File: src/rtl/pbc_pkg.sv
// Shared types and constants for the per-key Bezier response curve unit.
// No dependencies; imported by every module of the block.
package pbc_pkg;

    localparam int KEY_COUNT = 64;
    localparam int KEY_AW    = (KEY_COUNT > 1) ? $clog2(KEY_COUNT) : 1;

    localparam logic [1:0] MODE_APPLY   = 2'd0;
    localparam logic [1:0] MODE_HEIGHTS = 2'd1;
    localparam logic [1:0] MODE_ENABLE  = 2'd2;

    typedef struct packed {
        logic [1:0] mode;
        logic [7:0] key;
        logic [7:0] level;
        logic [7:0] first_height;
        logic [7:0] second_height;
        logic       enable;
    } pbc_in_t;

    typedef struct packed {
        logic [7:0] mapped;
        logic       accepted;
    } pbc_out_t;

    // One table entry: enable flag and both control heights
    typedef struct packed {
        logic       enable;
        logic [7:0] second_height;
        logic [7:0] first_height;
    } pbc_entry_t;

    typedef struct packed {
        logic              wr_en;
        logic [KEY_AW-1:0] wr_addr;
        pbc_entry_t        wr_entry;
    } pbc_wr_t;

    typedef struct packed {
        logic [7:0] level;
        logic [7:0] first_height;
        logic [7:0] second_height;
    } pbc_curve_req_t;

    typedef enum logic [1:0] {
        ST_IDLE,
        ST_LOOKUP,
        ST_CURVE,
        ST_DONE
    } pbc_state_t;

endpackage

File: src/rtl/pbc_table.sv
// Per-key curve table: one synchronous memory with a registered read port.
// Depends on pbc_pkg. Per-entry valid bits make unwritten entries read as zero.
module pbc_table (
    input  logic                       aclk,
    input  logic                       aresetn,
    input  logic [pbc_pkg::KEY_AW-1:0] rd_addr,
    output pbc_pkg::pbc_entry_t        rd_entry,
    input  pbc_pkg::pbc_wr_t           wr
);
    import pbc_pkg::*;

    pbc_entry_t            mem [KEY_COUNT];
    logic [KEY_COUNT-1:0]  valid_reg;
    pbc_entry_t            rd_data_reg;
    logic                  rd_valid_reg;

    always_ff @(posedge aclk) begin
        if (wr.wr_en) begin
            mem[wr.wr_addr] <= wr.wr_entry;
        end
        rd_data_reg <= mem[rd_addr];
    end

    always_ff @(posedge aclk) begin
        if (!aresetn) begin
            valid_reg    <= '0;
            rd_valid_reg <= 1'b0;
        end else begin
            if (wr.wr_en) begin
                valid_reg[wr.wr_addr] <= 1'b1;
            end
            rd_valid_reg <= valid_reg[rd_addr];
        end
    end

    assign rd_entry = rd_valid_reg ? rd_data_reg : '0;

endmodule

File: src/rtl/pbc_curve.sv
// Four-stage cubic Bezier evaluator, end points 0 and 255, 8 fractional bits.
// Depends on pbc_pkg. The done flag rises together with the result.
module pbc_curve (
    input  logic                   aclk,
    input  logic                   aresetn,
    input  logic                   start,
    input  pbc_pkg::pbc_curve_req_t req,
    output logic                   done,
    output logic [7:0]             value
);
    import pbc_pkg::*;

    logic [8:0]  t_in;
    logic [8:0]  u_in;
    logic [17:0] tt_prod;
    logic [17:0] uu_prod;

    logic [8:0]  t1_reg, u1_reg, t2_reg, u2_reg;
    logic [7:0]  h1_s1_reg, h2_s1_reg, h1_s2_reg, h2_s2_reg;
    logic        v1_reg, v2_reg, v3_reg, done_reg;

    logic [17:0] t3_prod, a_prod, b_prod;
    logic [8:0]  t3_reg, a_reg, b_reg;

    logic [10:0] a3, b3;
    logic [18:0] p1, p2;
    logic [16:0] p3;
    logic [10:0] term1_reg, term2_reg;
    logic [8:0]  term3_reg;

    logic [11:0] sum;
    logic [7:0]  value_reg;

    // (level << 8) / 255 equals level, plus one at full scale
    assign t_in    = {1'b0, req.level} + 9'(req.level == 8'hFF);
    assign u_in    = 9'd256 - t_in;
    assign tt_prod = 18'(t_in) * 18'(t_in);
    assign uu_prod = 18'(u_in) * 18'(u_in);

    assign t3_prod = 18'(t2_reg) * 18'(t1_reg);
    assign a_prod  = 18'(u2_reg) * 18'(t1_reg);
    assign b_prod  = 18'(u1_reg) * 18'(t2_reg);

    assign a3 = 11'(a_reg) + {1'b0, a_reg, 1'b0};
    assign b3 = 11'(b_reg) + {1'b0, b_reg, 1'b0};
    assign p1 = 19'(a3) * 19'(h1_s2_reg);
    assign p2 = 19'(b3) * 19'(h2_s2_reg);
    assign p3 = {t3_reg, 8'd0} - 17'(t3_reg);   // t3 * 255

    assign sum = 12'(term1_reg) + 12'(term2_reg) + 12'(term3_reg);

    always_ff @(posedge aclk) begin
        t1_reg    <= t_in;
        u1_reg    <= u_in;
        t2_reg    <= tt_prod[16:8];
        u2_reg    <= uu_prod[16:8];
        h1_s1_reg <= req.first_height;
        h2_s1_reg <= req.second_height;

        t3_reg    <= t3_prod[16:8];
        a_reg     <= a_prod[16:8];
        b_reg     <= b_prod[16:8];
        h1_s2_reg <= h1_s1_reg;
        h2_s2_reg <= h2_s1_reg;

        term1_reg <= p1[18:8];
        term2_reg <= p2[18:8];
        term3_reg <= p3[16:8];

        value_reg <= (sum > 12'd255) ? 8'hFF : sum[7:0];
    end

    always_ff @(posedge aclk) begin
        if (!aresetn) begin
            v1_reg   <= 1'b0;
            v2_reg   <= 1'b0;
            v3_reg   <= 1'b0;
            done_reg <= 1'b0;
        end else begin
            v1_reg   <= start;
            v2_reg   <= v1_reg;
            v3_reg   <= v2_reg;
            done_reg <= v3_reg;
        end
    end

    assign done  = done_reg;
    assign value = value_reg;

endmodule

File: src/rtl/per_key_bezier_response_curve_unit.sv
// Per-key Bezier response curve: each beat either stores a key's control heights,
// stores its curve enable, or maps a travel level through that key's cubic curve;
// every beat returns exactly one result beat. Write beats and pass-through applies
// (key out of range or curve disabled) go from the table read straight to the result
// handoff; an apply on an enabled key runs the four-stage curve pipeline in between.
// A new beat is taken while an earlier result still waits on m_ready. The table
// resets to all zero through per-entry valid bits; no clearing pass is needed.
// Depends on pbc_pkg, pbc_table and pbc_curve.
module per_key_bezier_response_curve_unit (
    input  logic              aclk,
    input  logic              aresetn,
    input  logic              s_valid,
    output logic              s_ready,
    input  pbc_pkg::pbc_in_t  s_data,
    output logic              m_valid,
    input  logic              m_ready,
    output pbc_pkg::pbc_out_t m_data
);
    import pbc_pkg::*;

    pbc_state_t     state_reg, state_next;
    pbc_in_t        item_reg;
    pbc_out_t       res_reg, res_next;
    pbc_out_t       m_data_reg;
    logic           m_valid_reg, m_valid_next;
    logic           load_out;

    pbc_entry_t     rd_entry;
    pbc_wr_t        wr;
    logic           key_ok;
    logic           curve_start;
    pbc_curve_req_t curve_req;
    logic           curve_done;
    logic [7:0]     curve_value;

    pbc_table u_table (
        .aclk    (aclk),
        .aresetn (aresetn),
        .rd_addr (s_data.key[KEY_AW-1:0]),
        .rd_entry(rd_entry),
        .wr      (wr)
    );

    pbc_curve u_curve (
        .aclk    (aclk),
        .aresetn (aresetn),
        .start   (curve_start),
        .req     (curve_req),
        .done    (curve_done),
        .value   (curve_value)
    );

    assign s_ready = (state_reg == ST_IDLE);
    assign key_ok  = ({1'b0, item_reg.key} < 9'(KEY_COUNT));

    assign curve_req.level         = item_reg.level;
    assign curve_req.first_height  = rd_entry.first_height;
    assign curve_req.second_height = rd_entry.second_height;

    always_comb begin
        state_next  = state_reg;
        res_next    = res_reg;
        curve_start = 1'b0;
        load_out    = 1'b0;
        wr.wr_en    = 1'b0;
        wr.wr_addr  = item_reg.key[KEY_AW-1:0];
        wr.wr_entry = rd_entry;

        unique case (state_reg)
            ST_IDLE: begin
                if (s_valid) begin
                    state_next = ST_LOOKUP;
                end
            end
            ST_LOOKUP: begin
                res_next.mapped   = 8'd0;
                res_next.accepted = 1'b0;
                state_next        = ST_DONE;
                unique case (item_reg.mode)
                    MODE_APPLY: begin
                        res_next.mapped   = item_reg.level;
                        res_next.accepted = key_ok;
                        if (key_ok && rd_entry.enable) begin
                            curve_start = 1'b1;
                            state_next  = ST_CURVE;
                        end
                    end
                    MODE_HEIGHTS: begin
                        res_next.accepted         = key_ok;
                        wr.wr_en                  = key_ok;
                        wr.wr_entry.first_height  = item_reg.first_height;
                        wr.wr_entry.second_height = item_reg.second_height;
                    end
                    MODE_ENABLE: begin
                        res_next.accepted  = key_ok;
                        wr.wr_en           = key_ok;
                        wr.wr_entry.enable = item_reg.enable;
                    end
                    default: begin
                        // unused mode: nothing stored, rejected
                    end
                endcase
            end
            ST_CURVE: begin
                if (curve_done) begin
                    res_next.mapped = curve_value;
                    state_next      = ST_DONE;
                end
            end
            ST_DONE: begin
                if (!m_valid_reg || m_ready) begin
                    load_out   = 1'b1;
                    state_next = ST_IDLE;
                end
            end
            default: begin
                state_next = ST_IDLE;
            end
        endcase

        if (load_out) begin
            m_valid_next = 1'b1;
        end else if (m_ready) begin
            m_valid_next = 1'b0;
        end else begin
            m_valid_next = m_valid_reg;
        end
    end

    always_ff @(posedge aclk) begin
        if (!aresetn) begin
            state_reg   <= ST_IDLE;
            m_valid_reg <= 1'b0;
        end else begin
            state_reg   <= state_next;
            m_valid_reg <= m_valid_next;
        end
    end

    always_ff @(posedge aclk) begin
        if (s_valid && s_ready) begin
            item_reg <= s_data;
        end
        res_reg <= res_next;
        if (load_out) begin
            m_data_reg <= res_reg;
        end
    end

    assign m_valid = m_valid_reg;
    assign m_data  = m_data_reg;

endmodule

File: config.mk
export PLATFORM = sky130hd
export DESIGN_NAME = per_key_bezier_response_curve_unit
export DESIGN_NICKNAME = d
export VERILOG_FILES = /design/src/rtl/pbc_pkg.sv /design/src/rtl/pbc_table.sv /design/src/rtl/pbc_curve.sv /design/src/rtl/per_key_bezier_response_curve_unit.sv
export SDC_FILE = /design/constraint.sdc
export NUM_CORES = 2
export LEC_CHECK = 0
export BUFFER_PORTS_ARGS = -buffer_cell sky130_fd_sc_hd__buf_2
export CORE_MARGIN = 2
export CORE_UTILIZATION = 40
export CTS_CLUSTER_DIAMETER = 50
export DETAILED_ROUTE_END_ITERATION = 12
export SLEW_MARGIN = 20
export SYNTH_ARGS = -nofsm -noshare
export SYNTH_HDL_FRONTEND = slang
export SYNTH_HIERARCHICAL = 1
export SYNTH_SLANG_ARGS = --single-unit
File: constraint.sdc
create_clock -name aclk -period 7.8 [get_ports aclk]
set_input_delay 1.56 -clock aclk [delete_from_list [all_inputs] [get_ports aclk]]
set_output_delay 1.56 -clock aclk [all_outputs]
set_load 0.01 [all_outputs]
==> Word level (Yosys, flattened, before mapping) <==
Memory sizes are Yosys's and may differ from the RTL's. A register that Yosys moved wholly into a read port is not among the register bits.
Index checks and enable logic that the tools add are counted.
{ "op_classes": {"addsub": 7, "mul": 7, "order_cmp": 5, "n_eq_ne": 9, "muxes": 26, "bitwise_logic": 1, "reduce_logical": 14} }
{ "ops": {"columns": ["op", "n"], "rows": [
  ["9-bit by 9-bit multiplier with 17-bit output", 5],
  ["64-bit bitwise OR", 1],
  ["11-bit by 8-bit multiplier with 19-bit output", 2],
  ["17-bit two-way mux", 2],
  ["9-bit by 10-bit adder with 11-bit output", 2],
  ["17-bit by 9-bit subtractor with 17-bit output", 1],
  ["16-bit two-way mux", 1],
  ["8-bit two-way mux", 2],
  ["8-bit one-hot mux with 2 select lines", 1],
  ["6-bit by 7-bit less-than comparator with 1-bit output, second input constant", 2],
  ["1-bit two-way mux", 14],
  ["11-bit by 11-bit adder with 12-bit output", 1],
  ["12-bit by 9-bit adder with 12-bit output", 1],
  ["12-bit by 8-bit > comparator with 1-bit output, second input constant", 1],
  ["8-bit by 1-bit adder with 9-bit output", 1],
  ["9-bit subtractor, first input constant", 1],
  ["8-bit equality test, second input constant", 1],
  ["8-bit by 7-bit less-than comparator with 1-bit output, second input constant", 1],
  ["2-bit one-hot mux with 4 select lines", 1],
  ["1-bit binary-select mux with 6-bit select", 1],
  ["1-bit demux with 6-bit select", 1],
  ["2-bit equality test, second input constant", 3],
  ["6-bit by 1-bit >= comparator with 1-bit output, second input constant", 1],
  ["2-bit two-way mux", 3],
  ["12 further kinds", 19]
]} }
{ "word_totals": {"register_bits": 259, "ram_bits": 1088, "input_bits": 39, "output_inout_bits": 11, "word_cells": 103, "memories": 1} }
{ "mem_list": {"columns": ["memory", "depth", "width", "rd", "rd_clocked_by_memory_dff", "write_ports", "line", "text"], "rows": [
  ["u_table.mem", 64, 17, 1, 1, 1, "pbc_table.sv:12", "pbc_entry_t mem [KEY_COUNT];"]
]} }

==> Longest topological paths before layout <==
{ "depth": {"ltp_word": 6, "ltp_mapped": 30, "depth_no_buf": 28} }

==> Modules after synthesis <==
The synthesis kept the hierarchy.
{ "by_module_without_submodules": {"columns": ["mod", "n_inst", "cells_each", "area_each_um2", "seq_area_each_um2"], "rows": [
  ["pbc_table", 1, 2042, 44808.0, 34312.9],
  ["pbc_curve", 1, 2240, 20409.6, 2742.6],
  ["per_key_bezier_response_curve_unit", 1, 139, 2270.9, 1651.6]
]} }

==> Worst setup path before layout <==
Ideal clock, no wire load.
{ "synth_path": {"kind": "register -> register", "start": "reg item_reg (netlist bit curve_req[19])", "end": "reg u_curve.u2_reg[7]", "setup_time_ns": 0.072, "t_arrival_ns": 6.189, "t_required_ns": 7.728, "setup_slack_ns": 1.539, "path_stages_with_launch": 27, "synth_period_minus_slack_ns": 6.261, "path_cell_list": "edfxtp_1 buf_6 nand4_1 nor2_1 and3_1 ha_1 buf_6 or4_4 nor2_4 o2111ai_4 nor2_8 and3_1 o21ai_1 fa_1 inv_1 fa_1 fa_1 inv_1 fa_1 inv_1 ha_1 or3_1 o211ai_1 o22a_1 o311ai_2 a21oi_1 xnor2_1"} }
{ "synth_between": {"elab_chain_len": 4} }
{ "synth_lines": {"columns": ["item", "line", "text"], "rows": [
  ["start: declaration", "per_key_bezier_response_curve_unit.sv:22", "pbc_in_t item_reg;"],
  ["start signal: assignment", "per_key_bezier_response_curve_unit.sv:142", "item_reg <= s_data;"],
  ["8-bit equality test", "pbc_curve.sv:35", "assign t_in = {1'b0, req.level} + 9'(req.level == 8'hFF);"],
  ["8-bit by 1-bit adder with 9-bit output *", "pbc_curve.sv:35", null],
  ["9-bit subtractor *", "pbc_curve.sv:36", "assign u_in = 9'd256 - t_in;"],
  ["9-bit by 9-bit multiplier with 17-bit output *", "pbc_curve.sv:38", "assign uu_prod = 18'(u_in) * 18'(u_in);"],
  ["net u_curve.uu_prod[15]", "pbc_curve.sv:16", "logic [17:0] uu_prod;"],
  ["end signal: assignment", "pbc_curve.sv:56", "u2_reg <= uu_prod[16:8];"],
  ["end: declaration", "pbc_curve.sv:18", "logic [8:0] t1_reg, u1_reg, t2_reg, u2_reg;"]
]} }
The timed path passes the listed nets; every way through them passes the cells marked *.
A chain may end at the register's enable or synchronous reset.

==> Worst setup path after layout <==
{ "layout_path": {"start": "reg item_reg (netlist bit curve_req[19])", "end": "reg u_curve.u2_reg[7]"} }
{ "layout_between": {"elab_chain_len": 4} }
{ "layout_lines": {"columns": ["item", "line", "text"], "rows": [
  ["8-bit equality test", "pbc_curve.sv:35", null],
  ["8-bit by 1-bit adder with 9-bit output *", "pbc_curve.sv:35", null],
  ["net u_curve.t_in[5]", "pbc_curve.sv:13", "logic [8:0] t_in;"],
  ["9-bit subtractor *", "pbc_curve.sv:36", null],
  ["net u_curve.u_in[5]", "pbc_curve.sv:14", "logic [8:0] u_in;"],
  ["9-bit by 9-bit multiplier with 17-bit output *", "pbc_curve.sv:38", null],
  ["net u_curve.uu_prod[15]", "pbc_curve.sv:16", null]
]} }
Marked as above.

==> qor.csv <==
metric;value;unit
run status;finished clean;
crit end category;register;
TNS Setup;0;ns
r2r setup slk;0.81;ns
FF-to-FF End;u_curve/u2_reg[7];
initial core utilization;40.3;%
Slew Limit Headroom;34.0;%
final period utilization;89.6;%
leak pwr;0.0288;uW
area of the die;0.172;mm^2
setup ws final;0.808;ns
setup bufs post-CTS;0;
most common flop cell mapped by yosys;edfxtp_1;
part of the power in registers;31.1;%
via/cell ratio;5.29;
slew of the pin with the lowest slew margin;0.983;ns
setup slack at placement;0.853;ns
CORE AREA;0.167;mm^2
I/O Buffers;49;
Post-synth EDFFs;1141;
CTS tree;yes;
Die Y;415;um
Antenna Cells;0;
WHS Endpoint;u_curve/h2_s2_reg[2];
WL per Instance;23.3;um
Highest Clock Rate;143;MHz
post-synth cell types;96;
post-route DRC violation count;0;
Hold WC Path Type;register to register;
CTS Hold Bufs;0;
Design Area, Final;0.0761;mm^2
Total Routing Usage GR;18.9;%
warnings from Yosys;6;
GPL Wtd Cong;0.820;
RSZ-0062 raised after global routing;false;
final setup fails;0;
arrival time worst endpoint;7.69;ns
Mapped Cells;4421;
Period minus WS final;6.99;ns
Reg-to-Reg Start;curve_req[19];
Synth area leaders;edfxtp_1 (51%), mux4_2 (10%), fa_1 (9.7%), dfxtp_1 (6.6%), ha_1 (5.0%);
peak supply drop;0.546;mV
Startpoint Class;register;
most frequent cells in the layout;edfxtp_1 (1141), inv_1 (453), nand2_1 (349);
Via Count;36554;
initial antenna violation count;2;
drt first pass iters;5;
# Max-Cap Violations;0;
fraction of layout cells with a size suffix above 1;17.6;%
Filler Cell Count;14728;
WL final;161;mm
worst hold start;u_curve/h2_s1_reg[2];
Final Net Count;5204;
I/O Pins;50;
number of global-route vias before repair;38177;
PostCTS Resize Cnt;0;
pwr dens;381;mW/mm^2
Skew-Pair Late Insertion Delay;0.79;ns
Largest register FFs;1088;
register area share after synthesis;57.4;%
switching pwr;10800;uW
first-pass GRT wire length;244;mm
fin. max-slew vios;0;
Congestion Overflow GR;0;
Post-synth ARST share;0;%
post-synth design cell area;0.0675;mm^2
clock sink count;1363;
Max Fanout on Critical Path;11;
combinational fraction of design power;43.0;%
clock network fraction of total power;26.0;%
required time worst endpoint;8.50;ns
htree depth;4;
row count;150;
commonest non-fill, non-tap cell in the layout;edfxtp_1;
Longest Clk Path Bufs;3;
area share of the largest cell type after synthesis;50.8;%
Worst Hold Path Cells;0;
P&R area growth vs syn;12.8;%
pin count of the biggest net entering global routing;74;
#FFs+latches synth;1363;
Die X;415;um
Final HPWL DP;104;mm
clk root buf;clkbuf_16;
Switching Fraction;37.2;%
final cell count without fillers;6906;
Post-Route Skew;0.0533;ns
CTS buffer count;159;
Reg2Reg Depth;24;
clk slew on worst S/H paths;0.06;ns
Placed Instance Area;0.0707;mm^2
Synth area leader;edfxtp_1;
Iteration-0 DRC Markers;2749;
worst setup path category;register to register;
# placed instances;6611;
final hold vios;0;
Final ANT Viol Nets;0;
Avg Cell Area, Syn;15.3;um^2
Internal;18200;uW
==> layout make-up <==
| class | count | area, um^2 | share of cell area (%) |
|---|---|---|---|
| Timing Repair Buffer | 161 | 1200 | 1.58 |
| Tap cell | 2204 | 2760 | 3.62 |
| Clock inverter | 77 | 986 | 1.29 |
| Clock buffer | 218 | 4450 | 5.84 |
| Multi-Input combinational cell | 2421 | 26300 | 34.5 |
| Sequential cell | 1363 | 38700 | 50.8 |
| Inverter | 462 | 1740 | 2.28 |
==> worst max-delay path, stage by stage (launching register included) <==
cell and delay, ns:
edfxtp_1 0.54, nand4_1 0.17, nor2_1 0.19, and3_1 0.21
ha_1 0.38, nand4_1 0.15, o21ai_1 0.28, and2_1 0.47
inv_2 0.15, xnor2_2 0.39, o21ai_1 0.20, fa_1 0.56
inv_1 0.07, fa_1 0.50, fa_1 0.54, inv_1 0.05
fa_1 0.53, inv_1 0.04, ha_1 0.34, or3_1 0.38
o211ai_1 0.11, o22a_1 0.20, o311ai_2 0.13, a21oi_1 0.19
xnor2_1 0.13
==> stage by stage <==
stage	power, uW	hold WS, ns	util, %
after floorplan	18600	0.310	-
after global routing	31500	0.335	45.5
after detailed placement	21700	0.312	42.2
after global placement	21600	0.311	42.2
after CTS	29500	0.328	45.5
final	29000	0.329	45.5
==> synth_stat cells, drive strengths merged, types with 26 or more instances <==
| library cell | instances |
|---|---|
| a21oi | 71 |
| clkbuf | 93 |
| fa | 328 |
| o21ai | 62 |
| nor2 | 162 |
| a21o | 26 |
| mux2i | 86 |
| xnor2 | 82 |
| nor3 | 28 |
| inv | 460 |
| dfxtp | 222 |
| nand2 | 349 |
| buf | 85 |
| and2 | 178 |
| edfxtp | 1141 |
| xor2 | 40 |
| nor2b | 57 |
| o21a | 71 |
| nand3 | 43 |
| mux4 | 300 |
| ha | 269 |
==> logic make-up (layout without fill, tap and decap cells) <==
family	count (synthesis)	count (layout)	synth area share (%)
other	2	5	0.0111
adders and majority gates	597	597	14.7
muxes	410	410	11.7
xor gates and xnor gates	122	122	1.69
AOI/OAI and AO/OA	387	387	4.04
and+or+nand+nor	900	900	6.53
buffers and inverters	640	918	3.97
DFF	1363	1363	57.4
==> routing by layer <==
metal / GRT usage, % / vias up / routed length, um
li1: - / 16306 / -
met1: 24.2 / 19092 / 65400
met2: 32.7 / 939 / 81900
met3: 3.09 / 215 / 8880
met4: 6.21 / 2 / 4880
met5: 0 / - / 10
==> worst max-delay path by stage <==
stage | start | end | slack (ns)
global placement | curve_req[19] | u_curve/u2_reg[7] | 1.00
global route | curve_req[19] | u_curve/u2_reg[3] | 0.24
CTS | curve_req[19] | u_curve/u2_reg[7] | 0.84
finish | curve_req[19] | u_curve/u2_reg[7] | 0.81
detailed placement | curve_req[19] | u_curve/u2_reg[7] | 0.85
floorplan | curve_req[19] | u_curve/u2_reg[7] | 1.54
==> power groups by stage <==
| stage | clock [uW] | combinational [uW] | sequential [uW] |
|---|---|---|---|
| global placement | 0 | 12400 | 9180 |
| detailed placement | 0 | 12600 | 9180 |
| global route | 7990 | 14500 | 9080 |
| finish | 7530 | 12500 | 9030 |
| floorplan | 0 | 9770 | 8820 |
| CTS | 7700 | 12700 | 9040 |
No activity file was read; power rests on OpenSTA's default activity.
